$ cat config.mk
export PLATFORM = sky130hd
export DESIGN_NAME = lzss_parse
export DESIGN_NICKNAME = d
export VERILOG_FILES = /design/src/hw/rtl/lzss_pkg.sv /design/src/hw/rtl/lzss_parse.sv
export SDC_FILE = /design/constraint.sdc
export NUM_CORES = 1
export LEC_CHECK = 0
export ABC_AREA = 1
export BUFFER_PORTS_ARGS = -buffer_cell sky130_fd_sc_hd__buf_2
export CAP_MARGIN = 10
export CORE_MARGIN = 8
export CORE_UTILIZATION = 56
export DETAILED_ROUTE_END_ITERATION = 6
export PLACE_DENSITY = 0.77
export RECOVER_POWER = 25
export SYNTH_ARGS = -nofsm -noshare
export SYNTH_HDL_FRONTEND = slang
export SYNTH_SLANG_ARGS = --single-unit
export TNS_END_PERCENT = 30
$ cat constraint.sdc
create_clock -name clk -period 2.5 [get_ports clk]
set_clock_uncertainty 0.1 [all_clocks]
set_input_delay 0.5 -clock clk [delete_from_list [all_inputs] [get_ports clk]]
set_output_delay 0.5 -clock clk [all_outputs]
set_load 0.02 [all_outputs]
$ cat src/hw/rtl/lzss_pkg.sv
// ----------------------------------------------------------------------------
// lzss_pkg
// shared types and constants for the lzss stream decompressor
// ----------------------------------------------------------------------------
package lzss_pkg;

  localparam int unsigned HIST_DEPTH = 4096;
  localparam int unsigned HIST_AW    = $clog2(HIST_DEPTH);
  localparam int unsigned NIB_W      = 4;
  localparam int unsigned DIST_SHIFT = 4;
  localparam int unsigned DIST_W     = 8 + DIST_SHIFT;
  localparam logic [31:0] ID_WORD    = 32'h5353_5a4c;

  typedef logic [7:0]         byte_t;
  typedef logic [HIST_AW-1:0] haddr_t;

  typedef enum logic [1:0] {
    ST_DATA = 2'd0,
    ST_OK   = 2'd1,
    ST_ERR  = 2'd2
  } stat_t;

  typedef enum logic [1:0] {
    CMD_NONE  = 2'd0,
    CMD_LIT   = 2'd1,
    CMD_MATCH = 2'd2,
    CMD_STAT  = 2'd3
  } cmd_kind_t;

  typedef struct packed {
    cmd_kind_t          kind;
    byte_t              data;
    logic [DIST_W-1:0]  distance;
    logic [NIB_W-1:0]   nib;
    stat_t              status;
  } cmd_t;

  typedef struct packed {
    byte_t  data;
    stat_t  status;
    logic   last;
  } res_t;

endpackage

$ cat src/hw/rtl/lzss_parse.sv
// ----------------------------------------------------------------------------
// lzss_parse
// header check, flag decode and command issue for the copy engine
// ----------------------------------------------------------------------------
module lzss_parse (
  input  logic           clk,
  input  logic           rst_n,
  input  logic           beat,
  input  lzss_pkg::byte_t in_byte,
  input  logic           final_req,
  output lzss_pkg::cmd_t cmd
);
  import lzss_pkg::*;

  typedef enum logic [6:0] {
    PH_HEADER   = 7'b0000001,
    PH_FLAG     = 7'b0000010,
    PH_LITERAL  = 7'b0000100,
    PH_MATCH_HI = 7'b0001000,
    PH_MATCH_LO = 7'b0010000,
    PH_DONE     = 7'b0100000,
    PH_ERROR    = 7'b1000000
  } phase_t;

  phase_t       phase_r, phase_nxt;
  logic [2:0]   hidx_r, hidx_nxt;
  logic [31:0]  exp_r, exp_nxt;
  logic [31:0]  count_r, count_nxt;
  logic         ovf_r, ovf_nxt;
  byte_t        flag_r, flag_nxt;
  logic [2:0]   fphase_r, fphase_nxt;
  byte_t        dhi_r, dhi_nxt;

  logic [4:0]        len;
  logic [32:0]       sum;
  byte_t             want;
  byte_t             fshift;
  logic [2:0]        fphase_inc;
  logic [DIST_W-1:0] distance;

  assign want       = ID_WORD[{hidx_r[1:0], 3'b000} +: 8];
  assign distance   = {dhi_r, in_byte[7:DIST_SHIFT]};
  assign fshift     = {1'b0, flag_r[7:1]};
  assign fphase_inc = fphase_r + 3'd1;
  assign len        = (phase_r == PH_LITERAL) ? 5'd1 : {1'b0, in_byte[NIB_W-1:0]} + 5'd1;
  assign sum        = {1'b0, count_r} + {28'd0, len};

  always_comb begin
    phase_nxt     = phase_r;
    hidx_nxt      = hidx_r;
    exp_nxt       = exp_r;
    count_nxt     = count_r;
    ovf_nxt       = ovf_r;
    flag_nxt      = flag_r;
    fphase_nxt    = fphase_r;
    dhi_nxt       = dhi_r;
    cmd.kind      = CMD_NONE;
    cmd.data      = in_byte;
    cmd.distance  = distance;
    cmd.nib       = in_byte[NIB_W-1:0];
    cmd.status    = ST_ERR;
    if (beat) begin
      unique case (phase_r) inside
        PH_HEADER: begin
          if (final_req || (!hidx_r[2] && in_byte != want)) begin
            phase_nxt = PH_ERROR;
            cmd.kind  = CMD_STAT;
          end else begin
            if (hidx_r[2]) begin
              exp_nxt[{hidx_r[1:0], 3'b000} +: 8] = in_byte;
            end
            hidx_nxt = hidx_r + 3'd1;
            if (hidx_r == 3'd7) begin
              if (exp_nxt == 32'd0) begin
                phase_nxt = PH_ERROR;
                cmd.kind  = CMD_STAT;
              end else begin
                phase_nxt  = PH_FLAG;
                fphase_nxt = 3'd0;
              end
            end
          end
        end
        PH_FLAG: begin
          if (final_req) begin
            phase_nxt = PH_ERROR;
            cmd.kind  = CMD_STAT;
          end else begin
            flag_nxt  = in_byte;
            phase_nxt = in_byte[0] ? PH_MATCH_HI : PH_LITERAL;
          end
        end
        PH_MATCH_HI: begin
          if (final_req) begin
            phase_nxt = PH_ERROR;
            cmd.kind  = CMD_STAT;
          end else begin
            dhi_nxt   = in_byte;
            phase_nxt = PH_MATCH_LO;
          end
        end
        PH_LITERAL, PH_MATCH_LO: begin
          if (phase_r == PH_MATCH_LO && in_byte[NIB_W-1:0] == '0) begin
            cmd.kind = CMD_STAT;
            if (!ovf_r && count_r == exp_r) begin
              phase_nxt  = PH_DONE;
              cmd.status = ST_OK;
            end else begin
              phase_nxt = PH_ERROR;
            end
          end else if (final_req ||
                       (phase_r == PH_MATCH_LO && !ovf_r && {20'd0, distance} >= count_r)) begin
            phase_nxt = PH_ERROR;
            cmd.kind  = CMD_STAT;
          end else begin
            cmd.kind = (phase_r == PH_LITERAL) ? CMD_LIT : CMD_MATCH;
            if (sum[32]) begin
              count_nxt = '1;
              ovf_nxt   = 1'b1;
            end else begin
              count_nxt = sum[31:0];
            end
            flag_nxt   = fshift;
            fphase_nxt = fphase_inc;
            if (fphase_inc == 3'd0) begin
              phase_nxt = PH_FLAG;
            end else begin
              phase_nxt = fshift[0] ? PH_MATCH_HI : PH_LITERAL;
            end
          end
        end
        PH_DONE, PH_ERROR: begin
        end
        default: begin
        end
      endcase
    end
  end

  always_ff @(posedge clk) begin
    if (!rst_n) begin
      phase_r  <= PH_HEADER;
      hidx_r   <= '0;
      exp_r    <= '0;
      count_r  <= '0;
      ovf_r    <= 1'b0;
      flag_r   <= '0;
      fphase_r <= '0;
      dhi_r    <= '0;
    end else begin
      phase_r  <= phase_nxt;
      hidx_r   <= hidx_nxt;
      exp_r    <= exp_nxt;
      count_r  <= count_nxt;
      ovf_r    <= ovf_nxt;
      flag_r   <= flag_nxt;
      fphase_r <= fphase_nxt;
      dhi_r    <= dhi_nxt;
    end
  end

  a_done_sticky: assert property (@(posedge clk) disable iff (!rst_n)
    phase_r == PH_DONE |=> phase_r == PH_DONE)
    else $error("left done state");

  a_err_sticky: assert property (@(posedge clk) disable iff (!rst_n)
    phase_r == PH_ERROR |=> phase_r == PH_ERROR)
    else $error("left error state");

  a_no_cmd_after_end: assert property (@(posedge clk) disable iff (!rst_n)
    (phase_r == PH_DONE || phase_r == PH_ERROR) |-> cmd.kind == CMD_NONE)
    else $error("command after end of stream");

endmodule

After elaboration in Yosys (flattened, before gate mapping)
Index checks and enable logic that the tools add are counted.
{"block": "totals", "reg_bits": 94, "latch_bits": 0, "ramBits": 0, "romBits": 0, "output_inout_bits": 28, "word_cells": 102, "mem_count": 0}
{"block": "op_classes", "addsub": 5, "mul": 0, "div": 0, "order_cmp": 1, "n_eq_ne": 15, "shifts": 3, "n_mux": 42, "n_bitwise": 4, "reduce_logical": 24}
{"op": "$mux 32", "count": 5}
{"op": "$mux 7", "count": 8}
{"op": "$add 32x5->33", "count": 1}
{"op": "$bwmux 32", "count": 1}
{"op": "$eq 32x32->1", "count": 1}
{"op": "$ge 12x32->1", "count": 1}
{"op": "$logic_not 32->1", "count": 1}
{"op": "$shift 8x7->32 const A", "count": 1}
{"op": "$shiftx 32x6->8 const A", "count": 1}
{"op": "$shiftx 8x7->32", "count": 1}
{"op": "$pmux 7 s4", "count": 1}
{"op": "$mux 2", "count": 12}
{"op": "$mux 8", "count": 3}
{"op": "$pmux 8 s2", "count": 1}
{"op": "$mux 3", "count": 5}
{"op": "$mux 4", "count": 3}
{"op": "$ne 2x2->1 const B", "count": 5}
{"op": "$reduce_and 5->1", "count": 2}
{"op": "$reduce_and 3->1", "count": 3}
{"op": "$ne 8x8->1", "count": 1}
{"op": "$eq 7x1->1 const B", "count": 1}
{"op": "$eq 7x2->1 const B", "count": 1}
{"op": "$eq 7x3->1 const B", "count": 1}
{"op": "$eq 7x4->1 const B", "count": 1}
{"op": "other kinds (21)", "count": 33}

Logic depth before layout (Yosys ltp)
{"block": "logic_depth", "ltp_word": 13, "ltp_mapped": 20, "depth_no_buf": 20}

Worst setup path after synthesis
Ideal clock, no wire load.
{"block": "synth_path", "kind": "register to output", "start": "reg hidx_r[0]", "end": "out cmd[26] (netlist name)", "t_arrival_ns": 2.222, "required_time_ns": 1.900, "setup_slack_ns": -0.322, "stages_incl_launch_ff": 20, "n_path_buf": 2, "path_cell_list": "dfxtp_1 buf_6 inv_2 ha_1 buf_4 inv_2 ha_1 nand2_1 inv_1 nand3_1 nand2_1 nor2_1 nand2_1 nor2_1 nand2_1 nor2_4 nand3_1 nand3_1 nand2_1 inv_1"}
{"item": "start: declaration", "line_no": "lzss_parse.sv:26", "source": "logic [2:0] hidx_r, hidx_nxt;"}
{"item": "start signal: assignment", "line_no": "lzss_parse.sv:152", "source": "hidx_r <= hidx_nxt;"}
{"item": "end: declaration", "line_no": "lzss_parse.sv:11", "source": "output lzss_pkg::cmd_t cmd"}

==> results.sh <==
export IMPL_rrSetupSlack_ps=-330
export IMPL_synth_top_area_share_pct=26.86
export IMPL_worstPathArrival_ps=2630
export IMPL_crit_path_start="hidx_r[0]$_SDFFE_PN0P_"
export IMPL_hold_path_endpoint="flag_r[5]$_SDFFE_PN0P_"
export IMPL_synth_edf_count=0
export IMPL_cts_buffers=9
export IMPL_htreeDepth=3
export IMPL_fin_nets=1348
export IMPL_drc_errors=0
export IMPL_die_x_um=127.2
export IMPL_status="finished with violations"
export IMPL_worstRegToRegCells=14
export IMPL_portBuffers=39
export IMPL_core_area_um2=12060
export IMPL_post_drt_wl_per_cell_um=19.78
export IMPL_p_sw_share_pct=27.73
export IMPL_crit_path_end_kind="output port"
export IMPL_synth_seq_area_share_pct=26.86
export IMPL_comb_power_share_pct=13.1
export IMPL_grt_total_usage_pct=31.44
export IMPL_clkSinkCount=93
export IMPL_drtIter0Drc=1213
export IMPL_cts_clk_slew_worst_paths_ps=70
export IMPL_synth_cell_type_count=40
export IMPL_critical_path_buf_inv_count=5
export IMPL_maxSlewHeadroom_pct=56.73
export IMPL_grt_pass1_vias=7845
export IMPL_finalSetupTns_ps=-13800
export IMPL_clock_latency_ps=370
export IMPL_hpwlAfterDp_mm=17.56
export IMPL_yosysMostFrequentCell="nand2_1"
export IMPL_clockBufferDepth=2
export IMPL_ys_top_cells_by_area="dfxtp_1 27%, nand2_1 18%, inv_1 7.0%"
export IMPL_synth_top_flop_cell="dfxtp_1"
export IMPL_intPower_uw=2586
export IMPL_fin_area_um2=9878
export IMPL_syn_nets=1158
export IMPL_worstPathCellList="inv_6, ha_4, inv_8, ha_4, nand2_2, inv_2, nand3_2, nand2_2, nor2_4, nand2_2, nor2_4, nand2_2, nor2_4, nand3_2, nand3_2, nand2_2, inv_2, buf_6"
export IMPL_antenna_cells=0
export IMPL_start_kind="register"
export IMPL_hold_viol=0
export IMPL_p_switching_uw=992.2
export IMPL_start_util_pct=57.46
export IMPL_drt_total_wl_mm=29.13
export IMPL_placed_cell_area_um2=8198
export IMPL_syn_area_um2=6930
export IMPL_layout_drive_gt1_share_pct=35.79
export IMPL_clockPowerShare_pct=44.9
export IMPL_vias_per_cell=5.923
export IMPL_cpMostUsedCell="nand2_2"
export IMPL_timing_final_crit_share_pct=129.1
export IMPL_fin_crit_ps=3227
export IMPL_fillerInstances=725
export IMPL_hold_path_class="reg2reg"
export IMPL_cp_data_required_time_ps=1900
export IMPL_die_h_um=127.2
export IMPL_grt_pass1_wl_mm=40.67
export IMPL_slowest_delay_ps=370
export IMPL_violations="negative setup slack"
export IMPL_setup_violations=77
export IMPL_synth_commonest_cells="326 x nand2_1, 129 x inv_1, 97 x nor2_1"
export IMPL_r2r_end="exp_r[21]$_SDFFE_PN0P_"
export IMPL_p_leak_uw=0.004514
export IMPL_worstHoldPathCells=2
export IMPL_place_gp_congestion=0.9738
export IMPL_ir_drop_v=0.0003643
export IMPL_yosys_area_top_type="dfxtp_1"
export IMPL_path_delay_family="simple AND/OR/NAND/NOR gates"
export IMPL_p_per_area_nw_per_um2=362.2
export IMPL_fmax_ghz=0.3099
export IMPL_areaGrowthSynthToFinish_pct=42.53
export IMPL_grt_overflow_total=0
export IMPL_hp_start="flag_r[5]$_SDFFE_PN0P_"
export IMPL_yosys_warnings=0
export IMPL_tightest_slew_ps=643.2
export IMPL_grt_max_degree=45
export IMPL_rows=40
export IMPL_setup_slack_ps=-727.0
export IMPL_crit_slowest_cell="dfxtp_4"
export IMPL_p_seq_share_pct=42.0
export IMPL_vias=8725
export IMPL_finish_utilization_pct=81.90
export IMPL_critical_path_depth=18
export IMPL_die_area_um2=16190
export IMPL_drt_first_pass_iters=7
export IMPL_cts_tree="yes"
export IMPL_clock_root_buffer="clkbuf_16"
export IMPL_path_class="reg2out"
export IMPL_antenna_left=0
export IMPL_cap_viol_max_count=0
export IMPL_syn_avg_cell_area_um2=6.238
export IMPL_synthCells=1111
export IMPL_rsz0062_at_grt="yes"
export IMPL_regToRegStartpoint="hidx_r[0]$_SDFFE_PN0P_"
export IMPL_drv_slew=0
export IMPL_ys_ff_latch=93
export IMPL_path_max_fanout=5
export IMPL_ios=40
export IMPL_antenna_found_initial=0
export IMPL_async_reset_ff_share_pct=0
[metal layers]
layer / vias up / track usage, % / wire (um)
met1: 4017 / 38.88 / 10780
met2: 616 / 51.28 / 13370
met5: - / 0 / 0
met4: 0 / 14.98 / 1713
met3: 176 / 6.448 / 3263
li1: 3916 / - / -
[worst max path at each step]
| stage | to | slack [ps] |
|---|---|---|
| after floorplan | ovf_r$_SDFFE_PN0P_ | -80 |
| after global placement | ovf_r$_SDFFE_PN0P_ | -400 |
| after detailed placement | count_r[14]$_SDFFE_PN0P_ | -470 |
| after CTS | cmd[27] | -410 |
| after global routing | cmd[27] | -820 |
| final | cmd[27] | -730 |
[power by group through the flow]
| stage | clock network, uW | registers, uW | logic (uW) |
|---|---|---|---|
| after floorplan | 0 | 1540 | 241 |
| final | 1610 | 1500 | 469 |
| after detailed placement | 0 | 1540 | 387 |
| after global placement | 0 | 1540 | 380 |
| after global routing | 1650 | 1500 | 499 |
| after CTS | 1550 | 1500 | 430 |
[repair_timing]
item / CTS / global route
cloned: 2 / 2
setup endpoints to repair: 70 / 83
buffers inserted: 52 / 16
pin swaps: 53 / 52
hold buffers: 0 / 0
gates resized for setup: 122 / 150
[cell families (layout without fill, tap and decap cells)]
kind of cell	after synthesis	count (layout)	share of synthesized area (%)
AND/OR/NAND/NOR	571	571	36.16
AO/OA/AOI/OAI	183	183	13.76
buffers and inverters	198	392	12.87
XOR/XNOR	31	31	3.918
flip-flops	93	93	26.86
adder cells (fa/ha/maj)	35	35	6.427
[flip-flops by register name, summed over array words and instances (netlist names)]
| register | flops |
|---|---|
| fphase_r | 3 |
| phase_r | 7 |
| exp_r | 32 |
| count_r | 32 |
| dhi_r | 8 |
| ovf_r | 1 |
| hidx_r | 3 |
| flag_r | 7 |
[cell usage in the layout, fill, tap and decap left out, types with 28 or more instances in the layout]
cell type,count
nand3_1,43
a21oi_2,28
nand2_1,281
a21oi_1,70
inv_1,116
buf_6,28
nor2_1,77
nand2_2,45
dfxtp_1,86
buf_4,153
[final cells by class]
type | count | area [um^2] | share of cell area, %
clock buffers | 10 | 239.0 | 2.419
repair buffers | 234 | 1973 | 19.97
multi-input cells | 820 | 4933 | 49.94
clock inverters | 5 | 83.83 | 0.8486
inverters | 143 | 565.5 | 5.725
well taps | 168 | 210.2 | 2.128
flip-flops and latches | 93 | 1873 | 18.96
[stage by stage]
step / total power (uW) / hold WS [ps] / worst slack, ps / std cells
2_1_floorplan: 1776 / 340.6 / -84.91 / 1111
3_3_place_gp: 1915 / 350.6 / -398.7 / 1397
6_report: 3578 / 371.4 / -727.0 / 1473
4_1_cts: 3484 / 368.1 / -405.6 / 1465
3_5_place_dp: 1923 / 357.7 / -473.1 / 1397
5_1_grt: 3647 / 394.6 / -818.0 / 1473
[worst min-delay path: stages, from the launching register on]
cell	delay, ps
dfxtp_1	310
nand2_1	60
a21oi_1	60
(Power assumes the default switching activity.)
